<file path="config.mk">
export PLATFORM = sky130hd
export DESIGN_NAME = shell_block_history_flattener
export DESIGN_NICKNAME = d
export VERILOG_FILES = /design/src/design/sbhf_pkg.sv /design/src/design/sbhf_core.sv /design/src/design/sbhf_outq.sv /design/src/design/shell_block_history_flattener.sv
export SDC_FILE = /design/constraint.sdc
export NUM_CORES = 1
export LEC_CHECK = 0
export BUFFER_PORTS_ARGS = -buffer_cell sky130_fd_sc_hd__buf_2
export CELL_PAD_IN_SITES_DETAIL_PLACEMENT = 1
export CELL_PAD_IN_SITES_GLOBAL_PLACEMENT = 1
export CORE_MARGIN = 2
export CORE_UTILIZATION = 50
export CTS_CLUSTER_SIZE = 28
export DETAILED_ROUTE_END_ITERATION = 16
export HOLD_SLACK_MARGIN = 0.06
export PLACE_DENSITY = 0.8
export RECOVER_POWER = 100
export SLEW_MARGIN = 5
export SYNTH_ARGS = -nofsm -noshare
export SYNTH_HDL_FRONTEND = slang
export SYNTH_HIERARCHICAL = 1
export SYNTH_SLANG_ARGS = --single-unit
</file>
<file path="constraint.sdc">
create_clock -name clk_i -period 5.35 [get_ports clk_i]
set_clock_uncertainty 0.15 [all_clocks]
set_input_delay 0.2675 -clock clk_i [delete_from_list [all_inputs] [get_ports clk_i]]
set_output_delay 0.2675 -clock clk_i [all_outputs]
set_load 0.005 [all_outputs]
</file>
<file path="src/design/sbhf_pkg.sv">
// Types, constants and helper functions of the shell block history flattener.
package sbhf_pkg;

  localparam int WORD_BUF_LEN     = 8;
  localparam int MAX_OUT_CAPACITY = 8192;

  localparam int CAP_W  = 14;
  localparam int WIDX_W = $clog2(WORD_BUF_LEN);
  localparam int WLEN_W = $clog2(WORD_BUF_LEN + 2);
  localparam int CNT_W  = $clog2(MAX_OUT_CAPACITY);
  localparam int CMP_W  = ((CNT_W + 2) > CAP_W) ? (CNT_W + 2) : CAP_W;
  localparam int MAX_RES = 3;
  localparam int RCNT_W  = 2;

  localparam logic [WLEN_W-1:0] WORD_FULL = WLEN_W'(WORD_BUF_LEN);
  localparam logic [WLEN_W-1:0] WORD_OVF  = WLEN_W'(WORD_BUF_LEN + 1);
  localparam logic [CAP_W-1:0]  CAP_RST   = CAP_W'(MAX_OUT_CAPACITY);
  localparam logic [CMP_W-1:0]  CAP_MAX   = CMP_W'(MAX_OUT_CAPACITY);

  localparam logic [7:0] CHR_NUL    = 8'h00;
  localparam logic [7:0] CHR_TAB    = 8'h09;
  localparam logic [7:0] CHR_NL     = 8'h0A;
  localparam logic [7:0] CHR_VT     = 8'h0B;
  localparam logic [7:0] CHR_FF     = 8'h0C;
  localparam logic [7:0] CHR_CR     = 8'h0D;
  localparam logic [7:0] CHR_SPACE  = 8'h20;
  localparam logic [7:0] CHR_DQUOTE = 8'h22;
  localparam logic [7:0] CHR_SQUOTE = 8'h27;
  localparam logic [7:0] CHR_SEMI   = 8'h3B;
  localparam logic [7:0] CHR_BSLASH = 8'h5C;

  localparam logic [31:0] KW_THEN  = "then";
  localparam logic [31:0] KW_ELSE  = "else";
  localparam logic [31:0] KW_ELIF  = "elif";
  localparam logic [15:0] KW_DO    = "do";
  localparam logic [15:0] KW_IN    = "in";
  localparam logic [7:0]  KW_BRACE = "{";

  typedef logic [WORD_BUF_LEN-1:0][7:0] word_buf_t;

  typedef struct packed {
    logic [7:0] out_byte;
    logic       run_last;
    logic       text_end;
    logic       truncated;
  } res_t;

  typedef struct packed {
    logic [RCNT_W-1:0]     cnt;
    res_t [MAX_RES-1:0]    ent;
  } batch_t;

  function automatic logic is_ws(input logic [7:0] c);
    return (c == CHR_SPACE) || (c == CHR_TAB) || (c == CHR_NL) ||
           (c == CHR_VT) || (c == CHR_FF) || (c == CHR_CR);
  endfunction

  function automatic logic is_keyword(input word_buf_t w, input logic [WLEN_W-1:0] len);
    logic [31:0] w4;
    logic [15:0] w2;
    w4 = {w[0], w[1], w[2], w[3]};
    w2 = {w[0], w[1]};
    return ((len == WLEN_W'(4)) && ((w4 == KW_THEN) || (w4 == KW_ELSE) || (w4 == KW_ELIF))) ||
           ((len == WLEN_W'(2)) && ((w2 == KW_DO) || (w2 == KW_IN))) ||
           ((len == WLEN_W'(1)) && (w[0] == KW_BRACE));
  endfunction

endpackage

</file>
<file path="src/design/sbhf_core.sv">
// Quote, escape and word tracking; builds the result batch of one input byte.
module sbhf_core import sbhf_pkg::*; (
  input  logic             clk_i,
  input  logic             rst_ni,
  input  logic             fire_i,
  input  logic [7:0]       in_byte_i,
  input  logic             end_of_block_i,
  input  logic [CAP_W-1:0] cap_i,
  output batch_t           batch_o
);

  logic              sq_q, sq_d;
  logic              dq_q, dq_d;
  logic              esc_q, esc_d;
  logic              drop_q, drop_d;
  logic [WLEN_W-1:0] len_q, len_d;
  logic [CNT_W-1:0]  emit_q;
  word_buf_t         wbuf_q;

  logic              wr_en;
  logic [1:0]        ne;
  logic [7:0]        em0, em1;
  logic [CMP_W-1:0]  cap_eff, emit_ext;
  logic              room1, room2;
  res_t              term;

  always_comb begin
    cap_eff = CMP_W'(cap_i);
    if (cap_eff == '0) begin
      cap_eff = CMP_W'(1);
    end else if (cap_eff > CAP_MAX) begin
      cap_eff = CAP_MAX;
    end
    emit_ext = CMP_W'(emit_q);
    room1    = (emit_ext + CMP_W'(1)) < cap_eff;
    room2    = (emit_ext + CMP_W'(2)) < cap_eff;
  end

  always_comb begin
    sq_d   = sq_q;
    dq_d   = dq_q;
    esc_d  = esc_q;
    drop_d = drop_q;
    len_d  = len_q;
    wr_en  = 1'b0;
    ne     = 2'd0;
    em0    = in_byte_i;
    em1    = CHR_SPACE;
    if (!room1) begin
      drop_d = 1'b1;
    end else if (esc_q) begin
      esc_d = 1'b0;
      ne    = 2'd1;
      if (len_q < WORD_FULL) begin
        wr_en = 1'b1;
        len_d = len_q + WLEN_W'(1);
      end
    end else if (!sq_q && in_byte_i == CHR_BSLASH) begin
      esc_d = 1'b1;
      ne    = 2'd1;
    end else if (!dq_q && in_byte_i == CHR_SQUOTE) begin
      sq_d = ~sq_q;
      ne   = 2'd1;
    end else if (!sq_q && in_byte_i == CHR_DQUOTE) begin
      dq_d = ~dq_q;
      ne   = 2'd1;
    end else if (in_byte_i == CHR_NL && !sq_q && !dq_q) begin
      if (len_q != '0) begin
        ne = 2'd1;
        if (is_keyword(wbuf_q, len_q)) begin
          em0 = CHR_SPACE;
        end else begin
          em0 = CHR_SEMI;
          if (room2) begin
            ne = 2'd2;
          end else begin
            drop_d = 1'b1;
          end
        end
      end
      len_d = '0;
    end else if (in_byte_i == CHR_NL) begin
      ne  = 2'd1;
      em0 = CHR_SPACE;
    end else begin
      ne = 2'd1;
      if (!sq_q && !dq_q) begin
        if (is_ws(in_byte_i)) begin
          len_d = '0;
        end else if (len_q < WORD_FULL) begin
          wr_en = 1'b1;
          len_d = len_q + WLEN_W'(1);
        end else begin
          len_d = WORD_OVF;
        end
      end
    end
  end

  always_comb begin
    term.out_byte  = CHR_NUL;
    term.run_last  = 1'b1;
    term.text_end  = 1'b1;
    term.truncated = drop_d;

    batch_o.cnt = ne + RCNT_W'(end_of_block_i);
    batch_o.ent[2] = term;
    if (ne == 2'd2) begin
      batch_o.ent[1].out_byte  = em1;
      batch_o.ent[1].run_last  = !end_of_block_i;
      batch_o.ent[1].text_end  = 1'b0;
      batch_o.ent[1].truncated = drop_d;
    end else begin
      batch_o.ent[1] = term;
    end
    if (ne != 2'd0) begin
      batch_o.ent[0].out_byte  = em0;
      batch_o.ent[0].run_last  = !end_of_block_i && (ne == 2'd1);
      batch_o.ent[0].text_end  = 1'b0;
      batch_o.ent[0].truncated = drop_d;
    end else begin
      batch_o.ent[0] = term;
    end
  end

  always_ff @(posedge clk_i or negedge rst_ni) begin
    if (!rst_ni) begin
      sq_q   <= 1'b0;
      dq_q   <= 1'b0;
      esc_q  <= 1'b0;
      drop_q <= 1'b0;
      len_q  <= '0;
      emit_q <= '0;
    end else if (fire_i) begin
      if (end_of_block_i) begin
        sq_q   <= 1'b0;
        dq_q   <= 1'b0;
        esc_q  <= 1'b0;
        drop_q <= 1'b0;
        len_q  <= '0;
        emit_q <= '0;
      end else begin
        sq_q   <= sq_d;
        dq_q   <= dq_d;
        esc_q  <= esc_d;
        drop_q <= drop_d;
        len_q  <= len_d;
        emit_q <= emit_q + CNT_W'(ne);
      end
    end
  end

  always_ff @(posedge clk_i) begin
    if (fire_i && wr_en) begin
      wbuf_q[len_q[WIDX_W-1:0]] <= in_byte_i;
    end
  end

endmodule

</file>
<file path="src/design/sbhf_outq.sv">
// Result buffer: holds one byte's batch and drains it one transaction per cycle while out_ready_i is high.
module sbhf_outq import sbhf_pkg::*; (
  input  logic       clk_i,
  input  logic       rst_ni,
  input  logic       push_i,
  input  batch_t     batch_i,
  output logic       space_o,
  output logic       out_valid_o,
  input  logic       out_ready_i,
  output res_t       head_o
);

  res_t [MAX_RES-1:0] slot_q, slot_d;
  logic [RCNT_W-1:0]  cnt_q, cnt_d;
  logic               pop;

  assign out_valid_o = (cnt_q != '0);
  assign head_o      = slot_q[0];
  assign pop         = out_valid_o && out_ready_i;
  assign space_o     = (cnt_q == '0) || ((cnt_q == RCNT_W'(1)) && out_ready_i);

  always_comb begin
    slot_d = slot_q;
    cnt_d  = cnt_q;
    if (push_i) begin
      slot_d = batch_i.ent;
      cnt_d  = batch_i.cnt;
    end else if (pop) begin
      slot_d[0] = slot_q[1];
      slot_d[1] = slot_q[2];
      cnt_d     = cnt_q - RCNT_W'(1);
    end
  end

  always_ff @(posedge clk_i or negedge rst_ni) begin
    if (!rst_ni) begin
      cnt_q <= '0;
    end else begin
      cnt_q <= cnt_d;
    end
  end

  always_ff @(posedge clk_i) begin
    slot_q <= slot_d;
  end

endmodule

</file>
<file path="src/design/shell_block_history_flattener.sv">
// Shell block history flattener top level.
// Latency: first result of a byte is valid the cycle after the byte's transaction.
// Throughput: one byte per cycle while out_ready_i is high and each byte yields at most
//   one result; a byte with more results holds the input until its last result drains.
// Reset (async, active low): quote, escape, word and count state clear, capacity
//   returns to 8192, result buffer empties; the word byte buffer is not reset.
module shell_block_history_flattener import sbhf_pkg::*; (
  input  logic             clk_i,
  input  logic             rst_ni,
  input  logic             in_valid_i,
  output logic             in_ready_o,
  input  logic [7:0]       in_byte_i,
  input  logic             end_of_block_i,
  output logic             out_valid_o,
  input  logic             out_ready_i,
  output logic [7:0]       out_byte_o,
  output logic             run_last_o,
  output logic             text_end_o,
  output logic             truncated_o,
  input  logic             cfg_we_i,
  input  logic [CAP_W-1:0] cfg_wdata_i
);

  logic [CAP_W-1:0] cap_q;
  logic             fire;
  batch_t           batch;
  res_t             head;

  always_ff @(posedge clk_i or negedge rst_ni) begin
    if (!rst_ni) begin
      cap_q <= CAP_RST;
    end else if (cfg_we_i) begin
      cap_q <= cfg_wdata_i;
    end
  end

  assign fire = in_valid_i && in_ready_o;

  sbhf_core u_core (
    .clk_i         (clk_i),
    .rst_ni        (rst_ni),
    .fire_i        (fire),
    .in_byte_i     (in_byte_i),
    .end_of_block_i(end_of_block_i),
    .cap_i         (cap_q),
    .batch_o       (batch)
  );

  sbhf_outq u_outq (
    .clk_i      (clk_i),
    .rst_ni     (rst_ni),
    .push_i     (fire),
    .batch_i    (batch),
    .space_o    (in_ready_o),
    .out_valid_o(out_valid_o),
    .out_ready_i(out_ready_i),
    .head_o     (head)
  );

  assign out_byte_o  = head.out_byte;
  assign run_last_o  = head.run_last;
  assign text_end_o  = head.text_end;
  assign truncated_o = head.truncated;

endmodule

</file>
==> flow_metrics.tcl <==
set metrics [dict create \
    wl_per_cell_um 20.0 \
    fin_crit_sh 0.909 \
    status "finished, violations left" \
    coreArea_sq_um 11900 \
    die_h_um 114 \
    cts_tree "done" \
    startpoint_type "register" \
    cts-root-buf "clkbuf_16" \
    finalNetCount 652 \
    grt_pass1_vias 4680 \
    max_cap_violations 3 \
    ys_seq_elements 102 \
    final_cell_mix "edfxtp_1, nor2_1, nand2_1, ha_1" \
    setup_viol 0 \
    placedCellCount 705 \
    comb_power_share 0.285 \
    grt_max_degree 38 \
    timing.slew.headroom -0.470 \
    stdcell_count 737 \
    viasPerCell 5.90 \
    grt_pass1_wl_um 24700 \
    intPower_mw 1.73 \
    hp-class "in2reg" \
    io_pins 41 \
    synth_cells 549 \
    port_buffers 40 \
    grt_use_total 0.245 \
    drtIter0Drc 212 \
    switching_share 0.327 \
    route.vias.total 4347 \
    drive_above_1_share 0.146 \
    yosysSeqAreaShare 0.474 \
    power_switching_uw 842 \
    synth_area_per_cell_sq_um 11.1 \
    finalSetupTns_ns 0 \
    synth_area_leader_cell "edfxtp_1" \
    hpwl_um 10400 \
    ant_nets 0 \
    worstSkewPairLatency_ns 0.35 \
    post-place-ws_ns 0.214 \
    synth_compound_area_frac 0.0892 \
    clk_path_buf_depth 2 \
    place.gp.congestion 0.871 \
    num_rows 40 \
    synth_top_area_share 0.322 \
    critPathArrivalTime_ns 4.99 \
    antenna_found_initial 0 \
    worstMarginPinSlew_ns 2.20 \
    drt-total-wl_um 14700 \
    slew_viol_final 97 \
    die_x_um 114 \
    fmax_ghz 0.206 \
    p_seq_frac 0.457 \
    initial_core_util 0.510 \
    rsz0062_at_grt "no" \
    power_mw 2.57 \
    gr-total-overflow 0 \
    insertedDiodeCount 0 \
    ys_async_sr_fraction 0.363 \
    htree_levels 3 \
    clkPwrFrac 0.258 \
    final_common_cell "edfxtp_1" \
    dieArea_sq_um 13000 \
    p_per_area_nw_per_um2 389 \
    netlist_area_sq_um 6070 \
    synth_mux_area_frac 0.0668 \
    yosys_warnings 6 \
    area_growth_pct 9.03 \
    leakagePower_nw 2.54 \
    synth-simple-area-share 0.178 \
    synth_edf_count 65 \
    synth-main-ff-cell "edfxtp_1" \
    end_kind "register" \
    synth_top_family_by_area "simple AND/OR/NAND/NOR gates" \
    worstSetupPathType "reg2reg" \
    cp_max_fo 14 \
    ir_worst_vdd_v 0.000283 \
    synthXorXnorAreaFrac 0.0416 \
    synth-adder-area-share 0.0816 \
    required_ns 5.48 \
    period_needed_ns 4.86 \
    hold_violations 0 \
    violations "capacitance limit, slew limit" \
    cts_inserted_buffers 9 \
    clkTransAtPathRegs_ns 0.07 \
    cts_sinks 102 \
    first_pass_iters 4 \
    drc 0 \
    netlist_top_cells_area "edfxtp_1, dfrtp_1, ha_1" \
    setup_slack_ns 0.485 \
    yosysUniqueCellTypes 71 \
]
path summary, 6_finish.rpt:
check,from,end,slack (ns),cells past startpoint
worst max-delay path,u_core/emit_q[1],u_core/emit_q[6],0.49,19
worst min-delay path,end_of_block_i,u_core/emit_q[3],0.1,2
worst max register to register,u_core/emit_q[1],u_core/emit_q[6],0.49,19
worst min register to register,cap_q[6],cap_q[6],0.39,1
max in group asynchronous,rst_ni,u_core/emit_q[2],2.67,2
min in group asynchronous,rst_ni,cap_q[7],0.95,2
logic make-up (layout without fill, tap and decap cells):
| kind of cell | count (synthesis) | in the layout |
|---|---|---|
| buffers and inverters | 71 | 97 |
| xor gates and xnor gates | 28 | 28 |
| muxes | 36 | 36 |
| AOI/OAI and AO/OA | 76 | 76 |
| other | 2 | 17 |
| adders and majority gates | 39 | 39 |
| and+or+nand+nor | 195 | 195 |
| DFF | 102 | 102 |
synthesized netlist by cell type, types with 7 or more instances:
master / number
nand3_1: 19
a21oi_1: 12
ha_1: 38
mux2_2: 36
nor2_1: 40
and2_1: 7
nand4_1: 15
buf_4: 31
xnor2_1: 11
nor3_1: 20
clkbuf_1: 12
dfrtp_1: 36
o21ai_0: 20
xor2_1: 16
nand2_1: 38
edfxtp_1: 65
inv_1: 18
area by class of cell:
type	instances	area [sq um]
multi-input combinational	391	2830
tap	147	184
clock buffer	12	236
timing repair buffer	61	354
clock inverter	4	55.1
sequential	102	2880
inverter	20	75.1
fill	1275	5290
layer usage:
layer / global-route usage / up-vias / routed length, um
li1: - / 2060 / -
met4: 0.104 / 0 / 427
met3: 0.0482 / 31 / 515
met1: 0.324 / 2178 / 6670
met5: 0 / - / 0
met2: 0.396 / 78 / 7090
power groups by stage:
stage          combinational, mW  clock (mW)  sequential (mW)
5_1_grt                    0.829       0.706             1.20
3_5_place_dp               0.729           0             1.18
4_1_cts                    0.753       0.680             1.17
6_report                   0.733       0.662             1.18
3_3_place_gp               0.694           0             1.17
2_1_floorplan              0.612           0             1.12
worst max-delay path, stage by stage (launching register included):
cell and delay (ns):
dfrtp_1 0.48, ha_1 0.24, and3_1 0.27, nand2_1 0.10, nor2_1 0.27, nand2_1 0.16
xnor2_1 0.17, ha_1 0.32, nand3_1 0.12, a2111oi_0 0.33, o21ai_0 0.21, and3_4 0.27
o21ai_0 0.21, nor2_1 0.15, ha_1 0.23, fa_1 0.43, nand4_1 0.19, clkbuf_1 0.20
o21ai_0 0.11, a21oi_1 0.17
metrics by stage:
stage          area, sq um  utilization  hold WS [ns]
6_report              6620        0.556        0.0966
5_1_grt               6620        0.556         0.130
4_1_cts               6660        0.559        0.0847
3_5_place_dp          6220        0.522         0.296
3_3_place_gp          6220        0.522         0.283
2_1_floorplan         6130            -        -0.178
flip-flops by register name, summed over array words and instances (netlist names):
signal and flops:
u_core/dq_q 1, u_core/emit_q 13, cap_q 14, u_outq/cnt_q 2, u_outq/head_o 11, u_core/sq_q 1, u_core/drop_q 1, u_core/esc_q 1
u_outq/slot_q 22, u_core/len_q 4, u_core/wbuf_q 32
timing repair:
item	4_1_cts	5_1_grt
hold buffers	15	0
setup buffers	0	1
gates resized for setup	0	3
hold endpoints to repair	50	0
endpoints found under the setup margin	0	8
Power figures use the tool's default switching activity.
